[src/hw/rtl/qte_pkg.sv]
// shared constants, types and arctangent table for the quaternion to euler core
// no dependencies
package qte_pkg;

  localparam int unsigned QW = 16;
  localparam int unsigned PW = 32;
  localparam int unsigned TW = 34;
  localparam int unsigned SW = 32;
  localparam int unsigned AW = 31;
  localparam int unsigned NW = 61;
  localparam int unsigned CW = 36;
  localparam int unsigned ZW = 35;
  localparam int unsigned SQRT_STEPS = 31;
  localparam int unsigned DEF_CORDIC_STAGES = 16;
  localparam int unsigned ATAN_LEN = 24;

  localparam logic signed [TW-1:0] ONE_Q30 = TW'(64'sd1073741824);
  localparam logic signed [ZW-1:0] PI_Q30 = ZW'(64'sd3373259426);
  localparam logic signed [NW:0] ONE_Q60 = (NW + 1)'(1) << 60;
  localparam logic signed [17:0] PI_Q13 = 18'sd25736;
  localparam logic signed [17:0] HALF_PI_Q13 = 18'sd12868;

  typedef struct packed {
    logic signed [TW-1:0] t0;
    logic signed [TW-1:0] t1;
    logic signed [SW-1:0] t2;
    logic signed [TW-1:0] t3;
    logic signed [TW-1:0] t4;
  } terms_t;

  function automatic logic signed [ZW-1:0] atan_q30(input int unsigned idx);
    logic signed [ZW-1:0] r;
    case (idx)
      0: r = ZW'(843314857);
      1: r = ZW'(497837829);
      2: r = ZW'(263043837);
      3: r = ZW'(133525159);
      4: r = ZW'(67021687);
      5: r = ZW'(33543516);
      6: r = ZW'(16775851);
      7: r = ZW'(8388437);
      8: r = ZW'(4194283);
      9: r = ZW'(2097149);
      default: r = ZW'(1) << (30 - idx);
    endcase
    return r;
  endfunction

endpackage

[src/hw/rtl/qte_isqrt.sv]
// pipelined floor square root, one result bit per stage
// uses qte_pkg
module qte_isqrt (
  input  logic                    clk_i,
  input  logic                    en_i,
  input  logic [qte_pkg::NW-1:0]  n_i,
  output logic [qte_pkg::AW-1:0]  root_o
);
  import qte_pkg::*;

  localparam int unsigned RW = 62;

  logic [NW-1:0] n_q [0:SQRT_STEPS];
  logic [RW-1:0] r_q [0:SQRT_STEPS];

  assign n_q[0] = n_i;
  assign r_q[0] = '0;

  for (genvar k = 0; k < SQRT_STEPS; k++) begin : g_step
    localparam logic [RW-1:0] Bit = RW'(1) << (60 - 2 * k);
    logic [RW:0] trial;
    assign trial = {1'b0, r_q[k]} + {1'b0, Bit};
    always_ff @(posedge clk_i) begin
      if (en_i) begin
        if ({{(RW + 1 - NW){1'b0}}, n_q[k]} >= trial) begin
          n_q[k+1] <= n_q[k] - trial[NW-1:0];
          r_q[k+1] <= (r_q[k] >> 1) + Bit;
        end else begin
          n_q[k+1] <= n_q[k];
          r_q[k+1] <= r_q[k] >> 1;
        end
      end
    end
  end

  assign root_o = r_q[SQRT_STEPS][AW-1:0];

endmodule

[config.mk]
export PLATFORM = sky130hd
export DESIGN_NAME = qte_isqrt
export DESIGN_NICKNAME = d
export VERILOG_FILES = /design/src/hw/rtl/qte_pkg.sv /design/src/hw/rtl/qte_isqrt.sv
export SDC_FILE = /design/constraint.sdc
export NUM_CORES = 2
export LEC_CHECK = 0
export BUFFER_PORTS_ARGS = -buffer_cell sky130_fd_sc_hd__buf_2
export CAP_MARGIN = 20
export CORE_ASPECT_RATIO = 0.5
export CORE_MARGIN = 2
export CORE_UTILIZATION = 69
export CTS_CLUSTER_SIZE = 14
export DETAILED_ROUTE_END_ITERATION = 6
export GPL_TIMING_DRIVEN = 0
export PLACE_DENSITY = 0.86
export SETUP_SLACK_MARGIN = 0.2
export SYNTH_ARGS = -nofsm -noshare
export SYNTH_HDL_FRONTEND = slang
export SYNTH_SLANG_ARGS = --single-unit
export TNS_END_PERCENT = 1
[constraint.sdc]
create_clock -name clk_i -period 6.8 [get_ports clk_i]
set_input_delay 0.68 -clock clk_i [delete_from_list [all_inputs] [get_ports clk_i]]
set_output_delay 0.68 -clock clk_i [all_outputs]
set_load 0.02 [all_outputs]
# After elaboration in Yosys (flattened, before gate mapping)
# Cells that the tools add are included.
[classes]
addsub = 90
magnitude_cmp = 31
n_mux = 61
[op_table]
columns = ["operator", "n"]
rows = [
  ["2-to-1 mux 61 bit", 60],
  ["greater-or-equal comparator 61 x 63 -> 1 bit", 30],
  ["subtractor 61 bit", 29],
  ["adder 62 x 1 -> 63 bit (second input constant)", 1],
  ["adder 62 x 11 -> 63 bit (second input constant)", 1],
  ["adder 62 x 13 -> 63 bit (second input constant)", 1],
  ["adder 62 x 15 -> 63 bit (second input constant)", 1],
  ["adder 62 x 17 -> 63 bit (second input constant)", 1],
  ["adder 62 x 19 -> 63 bit (second input constant)", 1],
  ["adder 62 x 21 -> 63 bit (second input constant)", 1],
  ["adder 62 x 23 -> 63 bit (second input constant)", 1],
  ["adder 62 x 25 -> 63 bit (second input constant)", 1],
  ["adder 62 x 27 -> 63 bit (second input constant)", 1],
  ["adder 62 x 29 -> 63 bit (second input constant)", 1],
  ["adder 62 x 3 -> 63 bit (second input constant)", 1],
  ["adder 62 x 31 -> 63 bit (second input constant)", 1],
  ["adder 62 x 33 -> 63 bit (second input constant)", 1],
  ["adder 62 x 35 -> 63 bit (second input constant)", 1],
  ["adder 62 x 37 -> 63 bit (second input constant)", 1],
  ["adder 62 x 39 -> 63 bit (second input constant)", 1],
  ["adder 62 x 41 -> 63 bit (second input constant)", 1],
  ["adder 62 x 43 -> 63 bit (second input constant)", 1],
  ["adder 62 x 45 -> 63 bit (second input constant)", 1],
  ["adder 62 x 47 -> 63 bit (second input constant)", 1],
  ["42 further kinds", 42],
]
[totals]
register_bits = 3721
out_inout_bits = 31
word_cells = 272

# Logic depth before layout (Yosys ltp)
[depth]
word_depth = 3
depth_mapped = 15
ltp_nobuf = 13

# Worst setup path before layout
# No wires, ideal clock.
[synth_timing]
path_type = "reg2reg"
from = "reg n_q[126] (netlist bit)"
to = "reg n_q[103] (netlist bit) (data pin)"
setup_time_ns = 0.271
arrival_ns = 3.138
required_ns = 6.529
slack_ns = 3.390
path_stages_with_launch = 14
path_buffers = 2
period_less_slack_ns = 3.410
cell_sequence = "edfxtp_1 > ha_1 > nor2b_1 > o31a_1 > o21a_1 > or4_1 > clkbuf_1 > a32o_1 > nand3_1 > nand2_1 > a211o_1 > buf_2 > nor4_1 > xor2_1"
[synth_via]
elab_chain_cells = 2
elab_cells_between_ends = 3
classes_between = "add/sub: 1; order compare: 1; mux: 1"
[synth_lines]
columns = ["item", "line_no", "source"]
rows = [
  ["start, declared", "qte_isqrt.sv:13", "logic [NW-1:0] n_q [0:SQRT_STEPS];"],
  ["start signal, assigned by index", "qte_isqrt.sv:26", "n_q[k+1] <= n_q[k] - trial[NW-1:0];"],
  ["start signal, assigned by index", "qte_isqrt.sv:29", "n_q[k+1] <= n_q[k];"],
  ["subtractor 61 bit or greater-or-equal comparator 61 x 63 -> 1 bit (tied branches)", "qte_isqrt.sv:26, qte_isqrt.sv:25", ""],
  ["2-to-1 mux 61 bit (*)", "qte_isqrt.sv:25", "if ({{(RW + 1 - NW){1'b0}}, n_q[k]} >= trial) begin"],
]
# Mark *: on every way between the ends. The rest lies on a longest branch, timed or not.
# A chain may end at the register's enable or synchronous reset.

# Final worst setup path
[layout_timing]
from = "in en_i"
to = "reg r_q, in the netlist root_o[15], enable pin"
[layout_lines]
columns = ["item", "line_no", "source"]
rows = [
  ["start, declared", "qte_isqrt.sv:5", "input logic en_i,"],
  ["end signal, assigned by index", "qte_isqrt.sv:27", "r_q[k+1] <= (r_q[k] >> 1) + Bit;"],
  ["end signal, assigned by index", "qte_isqrt.sv:30", "r_q[k+1] <= r_q[k] >> 1;"],
  ["end, declared", "qte_isqrt.sv:14", "logic [RW-1:0] r_q [0:SQRT_STEPS];"],
]
# No word-level cell between the ends.

==> flow_summary.yaml <==
clock_network:
  htreeDepth: 4
  path_clk_slew_ns: 0.07
  clock_latency_ns: 0.88
  cts_buffers: 207
  ctsResizeCount: 0
  ctsLongestPathBuffers: 4
  clock_sinks: 2326
  cts_tree: "yes"
  cts_root_buffer: "clkbuf_16"
power_and_ir_drop:
  p_leak_nw: 45.72
  power_density_nw_per_um2: 327.6
  p_total_mw: 39.72
  ir_drop_v: 0.0003056
floorplan:
  die_x_um: 571.3
  num_rows: 104
  start_util_pct: 69.25
  dieHeight_um: 287.6
  core_sq_um: 160300
  ioPinCount: 94
  dieArea_sq_um: 164300
synth:
  synth_top_family_by_area: "simple AND/OR/NAND/NOR gates"
  yosysMostFrequentCell: "edfxtp_1"
  async_flop_share_pct: 0
  synth_largest_area_cell: "edfxtp_1"
  synthTopCellsByCount: "edfxtp_1, nor2_1, inv_1"
  synth_adder_area_share_pct: 5.895
  synth-edff-count: 2326
  synth.top_cells.by_area: "edfxtp_1, ha_1, xnor2_1"
  ys_seq_area_share_pct: 62.92
  ys.flop_type: "edfxtp_1"
  postSynthCellCount: 8747
  synth_xor_area_share_pct: 6.217
  synth_top_area_share_pct: 62.92
  synth-compound-area-share_pct: 9.116
  ys_warn_count: 0
  syn_nets: 9333
  avgSynthCellArea_sq_um: 12.69
  ys_ff_latch: 2326
  synth_simple_gate_area_share_pct: 11.91
  synthesis.area_sq_um: 111000
  muxShareOfSynthArea_pct: 1.142
  ys_types: 100
critical_path:
  setup.worst_path.start: "en_i"
  cp-end-kind: "flip-flop"
  crit_path_end: "root_o[15]"
  crit_chain: "buf_12 -> buf_16 -> buf_16 -> buf_16 -> buf_16 -> buf_16 -> buf_16 -> buf_16 -> buf_16 -> buf_16"
  cp_slowest_stage_delay_ns: 0.65
  worstPathMaxFanout: 177
  slowest_stage: "buf_16"
  crit_family: "buffers and inverters"
  reg2reg_slack_ns: 1.80
  worstSetupPathType: "in -> reg"
  worstReg2RegEnd: "n_q[829]"
  critPathBufInv: 10
  cp.depth: 10
  rr_worst_depth: 11
  critPathArrivalTime_ns: 6.35
  startpoint_type: "input pin"
  cpMostUsedCell: "buf_16"
  timing.rr.start: "n_q[893]"
  critPathRequiredTime_ns: 7.22
global_routing:
  grt_pass1_wl_um: 369400
  grtUsageTotal_pct: 28.87
  antenna_found_initial: 3
  grt_pass1_vias: 71700
  overflow: 0
  grt_max_degree: 204
finish:
  area_growth_pct: 9.197
  antenna_cells: 0
  fillers: 9561
  drive_above_1_share_pct: 5.735
  seq_area_sq_um: 69850
  nets: 9722
  multiInputGateArea_sq_um: 38070
sta:
  worst_slew_pin_slew_ns: 1.238
  setup_viol: 0
  rsz0062_at_grt: "false"
  period_minus_slack_ns: 5.934
  timing_hold_violations_final: 0
  slew_violations: 0
  min_period_over_period_pct: 87.26
  whs_ns: 0.3291
  fmax_mhz: 168.5
  slew_headroom_pct: 16.28
  finClkSkew_ns: 0.06942
route:
  postRouteAntennaNets: 0
  wl_um: 237900
  drcViolationCount: 1
  firstDrtPassIters: 7
  vias: 70090
  drtIter0Drc: 5484
  wl_per_cell_um: 20.84
  vias_per_cell: 6.141
flow_run:
  drv_cap: 0
placed_design:
  place.port_buffers: 92
  dp_hpwl_um: 168100
  place.gp.congestion: 0.9755
hold_path:
  hold_class: "in -> reg"
status:
  outcome: "finished with violations"
  violations: "design-rule violations"
per-layer routing:
metal	track usage (%)	part of all wire, %	wire, um
met1	28.07	34	81050
met2	56.11	54	128800
met3	3.759	4.1	9661
met4	20.45	7.7	18370
met5	0	0	0
flip-flops by register name, summed over array words and instances, names as in the netlist:
| register | cells |
|---|---|
| root_o | 31 |
| n_q | 1830 |
| r_q | 465 |
area by class of cell:
class	instances	area share, %
Timing Repair Buffer	180	1.319
Buffer	174	0.5615
Inverter	646	2.000
Tap cell	2173	2.243
Clock buffer	246	4.411
Sequential cell	2326	57.62
Clock inverter	68	0.4387
Multi-Input combinational cell	5601	31.41
cells by family after synthesis:
group / Yosys count
compound gates: 1626
xor+xnor: 788
fa+ha+maj: 523
buf+inv: 820
flops: 2326
mux: 114
other cells: 1
simple gates: 2549
how the worst min path moves through the flow:
stage	startpoint	endpoint	slack, ns	cells after the start
6_report	en_i	n_q[1871]	0.33	1
5_1_grt	en_i	n_q[1871]	0.37	1
4_1_cts	en_i	n_q[1873]	0.35	1
3_5_place_dp	n_q[864]	n_q[803]	0.43	0
3_3_place_gp	n_q[1230]	n_q[1169]	0.42	0
2_1_floorplan	n_q[1062]	n_q[1001]	0.42	0
metrics by stage:
step	setup WS [ns]	utilization [%]	area [sq um]	std cells	setup TNS [ns]
after floorplan	3.390	-	111000	8747	0
after global placement	-29.58	71.23	114200	11010	-
after detailed placement	-0.9735	71.50	114600	11040	-183.38
after CTS	0.4444	75.59	121200	11410	0
after global routing	0.3038	75.62	121200	11410	0
final	0.8663	75.62	121200	11410	0
layout by cell type (no fill, tap or decap), types with 77 or more instances in the layout:
| cell type | n |
|---|---|
| nand4_1 | 153 |
| mux2_2 | 77 |
| inv_1 | 642 |
| or3_1 | 97 |
| xor2_1 | 355 |
| clkbuf_1 | 191 |
| clkbuf_16 | 209 |
| nand2_1 | 455 |
| o21a_1 | 93 |
| xnor2_1 | 433 |
| nand2b_1 | 97 |
| edfxtp_1 | 2326 |
| nor4_1 | 285 |
| ha_1 | 523 |
| nand3_1 | 141 |
| or4_1 | 79 |
| o21ai_0 | 293 |
| nor3_1 | 213 |
| nor2_1 | 678 |
| a21o_1 | 198 |
| a21oi_1 | 623 |
| buf_2 | 112 |
worst reg2reg max path: cells and delay by family (launching register included):
family	cells	cell delay (ns)
adder cells (fa/ha/maj)	1	0.29
AND/OR/NAND/NOR	6	2.53
flip-flops	1	0.40
AO/OA/AOI/OAI	1	0.15
buffers and inverters	3	1.36
power breakdown:
part	internal (mW)	total, mW	leakage, nW	switching [mW]
logic	3.85	9.31	20.4	5.46
clock network	5.74	10.8	2.88	5.03
registers	18.3	19.6	22.4	1.33
repair_timing:
| item | CTS | global route |
|---|---|---|
| hold buffers | 61 | 0 |
| setup buffers | 0 | 0 |
| hold endpoints to repair | 61 | 0 |
| gates cloned | 2 | 1 |
| endpoints found under the setup margin | 130 | 130 |
Power figures use the tool's default switching activity.
